File: src/sv/vlp_pkg.sv
`timescale 1ns / 1ps

package vlp_pkg;

   localparam int CHANNELS        = 6;
   localparam int CH_W            = $clog2(CHANNELS);
   localparam int ALPHA_FRAC_BITS = 24;
   localparam int ALPHA_CNT_W     = $clog2(ALPHA_FRAC_BITS);
   localparam int PROD_W          = ALPHA_FRAC_BITS + 32;
   localparam int WIDE_W          = 96;

   // round(2*pi * 2^28)
   localparam logic [30:0] TWO_PI_Q28 = 31'd1686629713;
   // 10^6 * 2^44: turns cutoff(Q16.16) * dt(us) * 2pi(Q28) into radians
   localparam logic [63:0] DT_SCALE   = 64'd17592186044416000000;
   localparam logic [PROD_W:0] ROUND_HALF = (PROD_W + 1)'(1) << (ALPHA_FRAC_BITS - 1);

   typedef struct packed {
      logic        [31:0] stamp_us;
      logic signed [31:0] lin_x;
      logic signed [31:0] lin_y;
      logic signed [31:0] lin_z;
      logic signed [31:0] ang_x;
      logic signed [31:0] ang_y;
      logic signed [31:0] ang_z;
   } req_payload_type;

   typedef struct packed {
      logic signed [31:0] lin_x_out;
      logic signed [31:0] lin_y_out;
      logic signed [31:0] lin_z_out;
      logic signed [31:0] ang_x_out;
      logic signed [31:0] ang_y_out;
      logic signed [31:0] ang_z_out;
   } rsp_payload_type;

   typedef enum logic [3:0] {
      OP_NOP,
      OP_LOAD,
      OP_MUL_P,
      OP_MUL_NLO,
      OP_MUL_NHI,
      OP_ADD_N,
      OP_ADD_S,
      OP_NORM,
      OP_DIV_INIT,
      OP_DIV_STEP,
      OP_CH_MUL,
      OP_CH_UPD,
      OP_EMIT
   } op_type;

   typedef enum logic [2:0] {
      COND_NONE,
      COND_ALWAYS,
      COND_NO_START,
      COND_S_BIG,
      COND_CNT_NZ,
      COND_CH_MORE,
      COND_RSP_BUSY
   } cond_type;

   typedef enum logic [3:0] {
      STEP_IDLE,
      STEP_MUL_P,
      STEP_MUL_NLO,
      STEP_MUL_NHI,
      STEP_ADD_N,
      STEP_ADD_S,
      STEP_NORM,
      STEP_DIV_INIT,
      STEP_DIV,
      STEP_CH_MUL,
      STEP_CH_UPD,
      STEP_WAIT,
      STEP_EMIT
   } step_type;

   typedef struct packed {
      op_type   op;
      cond_type cond;
      step_type target;
   } ucode_type;

   typedef struct packed {
      logic start;
      logic s_big;
      logic cnt_nz;
      logic ch_more;
      logic rsp_busy;
   } seq_status_type;

   function automatic ucode_type ucode_rom(input step_type pc);
      ucode_type w;
      unique case (pc)
         STEP_IDLE:     w = '{OP_LOAD,     COND_NO_START, STEP_IDLE};
         STEP_MUL_P:    w = '{OP_MUL_P,    COND_NONE,     STEP_IDLE};
         STEP_MUL_NLO:  w = '{OP_MUL_NLO,  COND_NONE,     STEP_IDLE};
         STEP_MUL_NHI:  w = '{OP_MUL_NHI,  COND_NONE,     STEP_IDLE};
         STEP_ADD_N:    w = '{OP_ADD_N,    COND_NONE,     STEP_IDLE};
         STEP_ADD_S:    w = '{OP_ADD_S,    COND_NONE,     STEP_IDLE};
         STEP_NORM:     w = '{OP_NORM,     COND_S_BIG,    STEP_NORM};
         STEP_DIV_INIT: w = '{OP_DIV_INIT, COND_NONE,     STEP_IDLE};
         STEP_DIV:      w = '{OP_DIV_STEP, COND_CNT_NZ,   STEP_DIV};
         STEP_CH_MUL:   w = '{OP_CH_MUL,   COND_NONE,     STEP_IDLE};
         STEP_CH_UPD:   w = '{OP_CH_UPD,   COND_CH_MORE,  STEP_CH_MUL};
         STEP_WAIT:     w = '{OP_NOP,      COND_RSP_BUSY, STEP_WAIT};
         STEP_EMIT:     w = '{OP_EMIT,     COND_ALWAYS,   STEP_IDLE};
         default:       w = '{OP_NOP,      COND_ALWAYS,   STEP_IDLE};
      endcase
      return w;
   endfunction

endpackage

File: src/sv/vlp_useq.sv
`timescale 1ns / 1ps

module vlp_useq (
   input  logic                     clock,
   input  logic                     reset,
   input  vlp_pkg::seq_status_type  status,
   output vlp_pkg::ucode_type       ctl
);

   vlp_pkg::step_type pc_ff;
   vlp_pkg::step_type pc_in;
   logic              take_jump;

   assign ctl = vlp_pkg::ucode_rom(pc_ff);

   always_comb begin
      unique case (ctl.cond)
         vlp_pkg::COND_NONE:     take_jump = 1'b0;
         vlp_pkg::COND_ALWAYS:   take_jump = 1'b1;
         vlp_pkg::COND_NO_START: take_jump = !status.start;
         vlp_pkg::COND_S_BIG:    take_jump = status.s_big;
         vlp_pkg::COND_CNT_NZ:   take_jump = status.cnt_nz;
         vlp_pkg::COND_CH_MORE:  take_jump = status.ch_more;
         vlp_pkg::COND_RSP_BUSY: take_jump = status.rsp_busy;
         default:                take_jump = 1'b1;
      endcase
      pc_in = take_jump ? ctl.target : vlp_pkg::step_type'(pc_ff + 4'd1);
   end

   always_ff @(posedge clock) begin
      if (reset) begin
         pc_ff <= vlp_pkg::STEP_IDLE;
      end else begin
         pc_ff <= pc_in;
      end
   end

endmodule
File: config.mk
export PLATFORM = sky130hd
export DESIGN_NAME = vlp_useq
export DESIGN_NICKNAME = d
export VERILOG_FILES = /design/src/sv/vlp_pkg.sv /design/src/sv/vlp_useq.sv
export SDC_FILE = /design/constraint.sdc
export NUM_CORES = 1
export LEC_CHECK = 0
export ABC_CLOCK_PERIOD_IN_PS = 2600
export BUFFER_PORTS_ARGS = -buffer_cell sky130_fd_sc_hd__buf_2
export CORE_MARGIN = 4
export CORE_UTILIZATION = 49
export CTS_CLUSTER_DIAMETER = 80
export CTS_CLUSTER_SIZE = 25
export DETAILED_ROUTE_END_ITERATION = 7
export PLACE_DENSITY_LB_ADDON = 0.3
export SLEW_MARGIN = 20
export SYNTH_ARGS = -nofsm -noshare
export SYNTH_HDL_FRONTEND = slang
export SYNTH_SLANG_ARGS = --single-unit
File: constraint.sdc
create_clock -name clock -period 2.6 [get_ports clock]
set_input_delay 0.26 -clock clock [delete_from_list [all_inputs] [get_ports clock]]
set_output_delay 0.26 -clock clock [all_outputs]
set_load 0.05 [all_outputs]
==> results.py <==
metrics = {
    "clocking": {
        "cts-resized-gates": 0,
        "cts-root-buf": "clkbuf_4",
        "clock_sinks": 14,
        "hold_buffers": 0,
        "clock_path_buffers": 2,
        "cts_max_level": 1,
        "path_clk_slew_ns": 0.07,
        "tritoncts": "built",
        "cts_made_buffers": 3,
        "cts_setup_buffers": 0,
        "clock_latency_ns": 0.27,
    },
    "timing": {
        "final.setup.worst_slack_ns": 0.293,
        "period_minus_slack_ns": 2.31,
        "max_freq_mhz": 433,
        "finalCritPeriodShare_pct": 88.7,
        "skew_ns": 0.00237,
        "slew_headroom_pct": 71.7,
        "slew_viol_final": 0,
        "fin_tns_setup_ns": 0,
        "rsz0062_at_grt": "no",
        "setup_viol_count_final": 0,
        "worstMarginPinSlew_ns": 0.420,
        "hold_viol": 0,
    },
    "synthesis": {
        "seq_area_frac_synth_pct": 40.4,
        "synth_nets": 81,
        "synth-warning-count": 0,
        "ys_ff_latch": 14,
        "avgSynthCellArea_sq_um": 10.2,
        "ys_async_sr_fraction_pct": 0,
        "synth_ff_type": "dfxtp_1",
        "synth_area_sq_um": 694,
        "synth_commonest_cells": "dfxtp_1 (14), ha_1 (6), inv_1 (6), nor2_1 (6)",
        "yosysTopAreaCellShare_pct": 40.4,
        "ys_top_cells_by_area": "dfxtp_1 (40%), ha_1 (11%), mux2i_1 (4.3%)",
        "yosysUniqueCellTypes": 32,
        "synth.most_common_cell": "dfxtp_1",
        "synth-edff-count": 0,
        "yosys.area.top_type": "dfxtp_1",
        "synth_cells": 68,
    },
    "worst_setup_path": {
        "worst-r2r-setup-slack_ns": 0.29,
        "worst-r2r-cell-count": 10,
        "cpMaxStageDelayCell": "dfxtp_2",
        "worstSetupPathType": "flip-flop to flip-flop",
        "critPathLaunchType": "flip-flop",
        "crit_chain": "and2_2, o21a_1, nor2_2, nor2_1, a211oi_1, buf_4, inv_1, ha_1, mux2_4, a22o_1",
        "slowest_delay_ns": 0.35,
        "reg2reg_from": "ctl[6]",
        "required_ns": 2.77,
        "cp.buffers_inverters": 2,
        "timing.rr.end": "ctl[10]",
        "cp.arrival_ns": 2.47,
        "crit_family": "compound AO/OA/AOI/OAI gates",
        "critical_path.max_fanout": 8,
        "end_kind": "flip-flop",
    },
    "power_and_ir_drop": {
        "seqPwrFrac_pct": 38.4,
        "leakagePower_nw": 0.412,
        "p_sw_share_pct": 42.1,
        "p_switching_mw": 0.310,
        "irDropWorstVdd_mv": 0.422,
        "pwr_density_cell_mw_per_mm2": 895,
        "combPwrFrac_pct": 46.2,
        "total_power_mw": 0.738,
        "clock_power_share_pct": 15.4,
        "cellInternalPower_mw": 0.428,
    },
    "route": {
        "wire_per_inst_um": 12.5,
        "viasPerCell": 5.36,
        "drc": 0,
        "ant_nets": 0,
        "first_pass_iters": 4,
        "wl_mm": 1.29,
        "drt-initial-drc-count": 15,
        "vias": 552,
    },
    "layout": {
        "utilization_pct": 62.6,
        "fin_nets": 103,
        "drive_gt1_share_pct": 36.4,
        "antennaDiodeCount": 0,
        "fillers": 114,
        "stdcell_count": 103,
        "areaGrowthSynthToFinish_pct": 18.7,
    },
    "run_status": {
        "status": "finished, final reports clean",
    },
    "global_route": {
        "grt_pass1_vias": 502,
        "overflow": 0,
        "grt_first_pass_wirelength_mm": 2.12,
        "grt_antenna_before_repair": 0,
        "grt_max_degree": 9,
        "grtUsageTotal_pct": 14.4,
    },
    "floorplan": {
        "die_h_um": 45.6,
        "row_count": 13,
        "die_x_um": 45.6,
        "design.core.area_sq_mm": 0.00132,
        "start_util_pct": 52.7,
        "dieArea_sq_mm": 0.00208,
        "num_io_pins": 18,
    },
    "flow_run": {
        "drv_cap": 0,
    },
    "worst_hold_path": {
        "hold_depth": 2,
        "min_path_type": "primary input to flip-flop",
        "min_to": "pc_ff[0]",
        "min_from": "reset",
    },
    "placement": {
        "gp_congestion": 0.772,
        "numPortBuffers": 17,
        "dp_hpwl_mm": 1.06,
        "post-place-ws_ns": 0.295,
        "dp.cells": 100,
    },
}
## registers in the layout, summed over array words and instances (netlist names)
signal,count
pc_ff,4
ctl,10
## worst max-delay path by stage
stage / from / depth (start not counted) / slack [ns] / end
final: ctl[6] / 10 / 0.29 / ctl[10]
after CTS: ctl[6] / 10 / 0.29 / ctl[10]
after detailed placement: status[0] / 11 / 0.29 / ctl[10]
after global routing: ctl[6] / 10 / 0.13 / ctl[10]
after floorplan: ctl[6] / 9 / 0.12 / ctl[10]
after global placement: status[0] / 11 / 0.31 / ctl[10]
## cells by family (layout without fill, tap and decap cells)
logic type	after synthesis	in the layout	synth area share (%)
mux	4	4	6.49
buf+inv	8	28	4.86
xor+xnor	2	2	2.52
flops	14	14	40.4
compound gates	16	16	20.0
simple gates	17	17	13.3
fa+ha+maj	7	7	12.4
## metal layers
metal / vias to the layer above / routed length (um) / GRT usage (%)
li1: 277 / - / -
met1: 253 / 569 / 17.6
met2: 18 / 608 / 23.1
met3: 4 / 89 / 2.37
met4: 0 / 23 / 8.77
met5: - / 0 / 0
## cells in the final DEF (no fill, tap or decap), types with 2 or more instances in the layout
cell type / netlist / routed
dfxtp_1: 14 / 11
a211oi_1: 3 / 3
xnor2_1: 2 / 2
inv_1: 6 / 6
nor2b_1: 2 / 2
dfxtp_2: 0 / 3
nand2_1: 2 / 2
buf_2: 0 / 17
nor2_1: 6 / 6
clkbuf_4: 0 / 3
ha_1: 6 / 6
a21oi_1: 2 / 2
mux2i_1: 3 / 3
## worst register-to-register path, delay by kind of cell (launching register included)
| kind | cells | cell delay (ns) |
|---|---|---|
| AO/OA/AOI/OAI | 3 | 0.60 |
| buffers and inverters | 2 | 0.24 |
| flip-flops | 1 | 0.35 |
| AND/OR/NAND/NOR | 3 | 0.55 |
| adder cells (fa/ha/maj) | 1 | 0.20 |
| multiplexers | 1 | 0.27 |
## metrics by stage
stage | hold WS, ns | instance area (sq um)
CTS | 0.244 | 825
global placement | 0.504 | 802
global route | 0.261 | 825
detailed placement | 0.505 | 802
finish | 0.246 | 825
floorplan | 0.333 | 698
## power by group through the flow
stage	registers (mW)	logic [mW]	clock network, mW
global route	0.290	0.367	0.127
CTS	0.284	0.342	0.117
floorplan	0.393	0.164	0
detailed placement	0.289	0.341	0
global placement	0.287	0.333	0
finish	0.284	0.341	0.114
## layout make-up
| cell class | instances | area, sq um | area share (%) |
|---|---|---|---|
| clock buffers | 3 | 22.5 | 2.73 |
| inverters | 7 | 26.3 | 3.19 |
| multi-input cells | 46 | 380 | 46.1 |
| flip-flops and latches | 14 | 284 | 34.4 |
| well taps | 15 | 18.8 | 2.28 |
| repair buffers | 18 | 92.6 | 11.2 |
No activity file was read; power rests on OpenSTA's default activity.
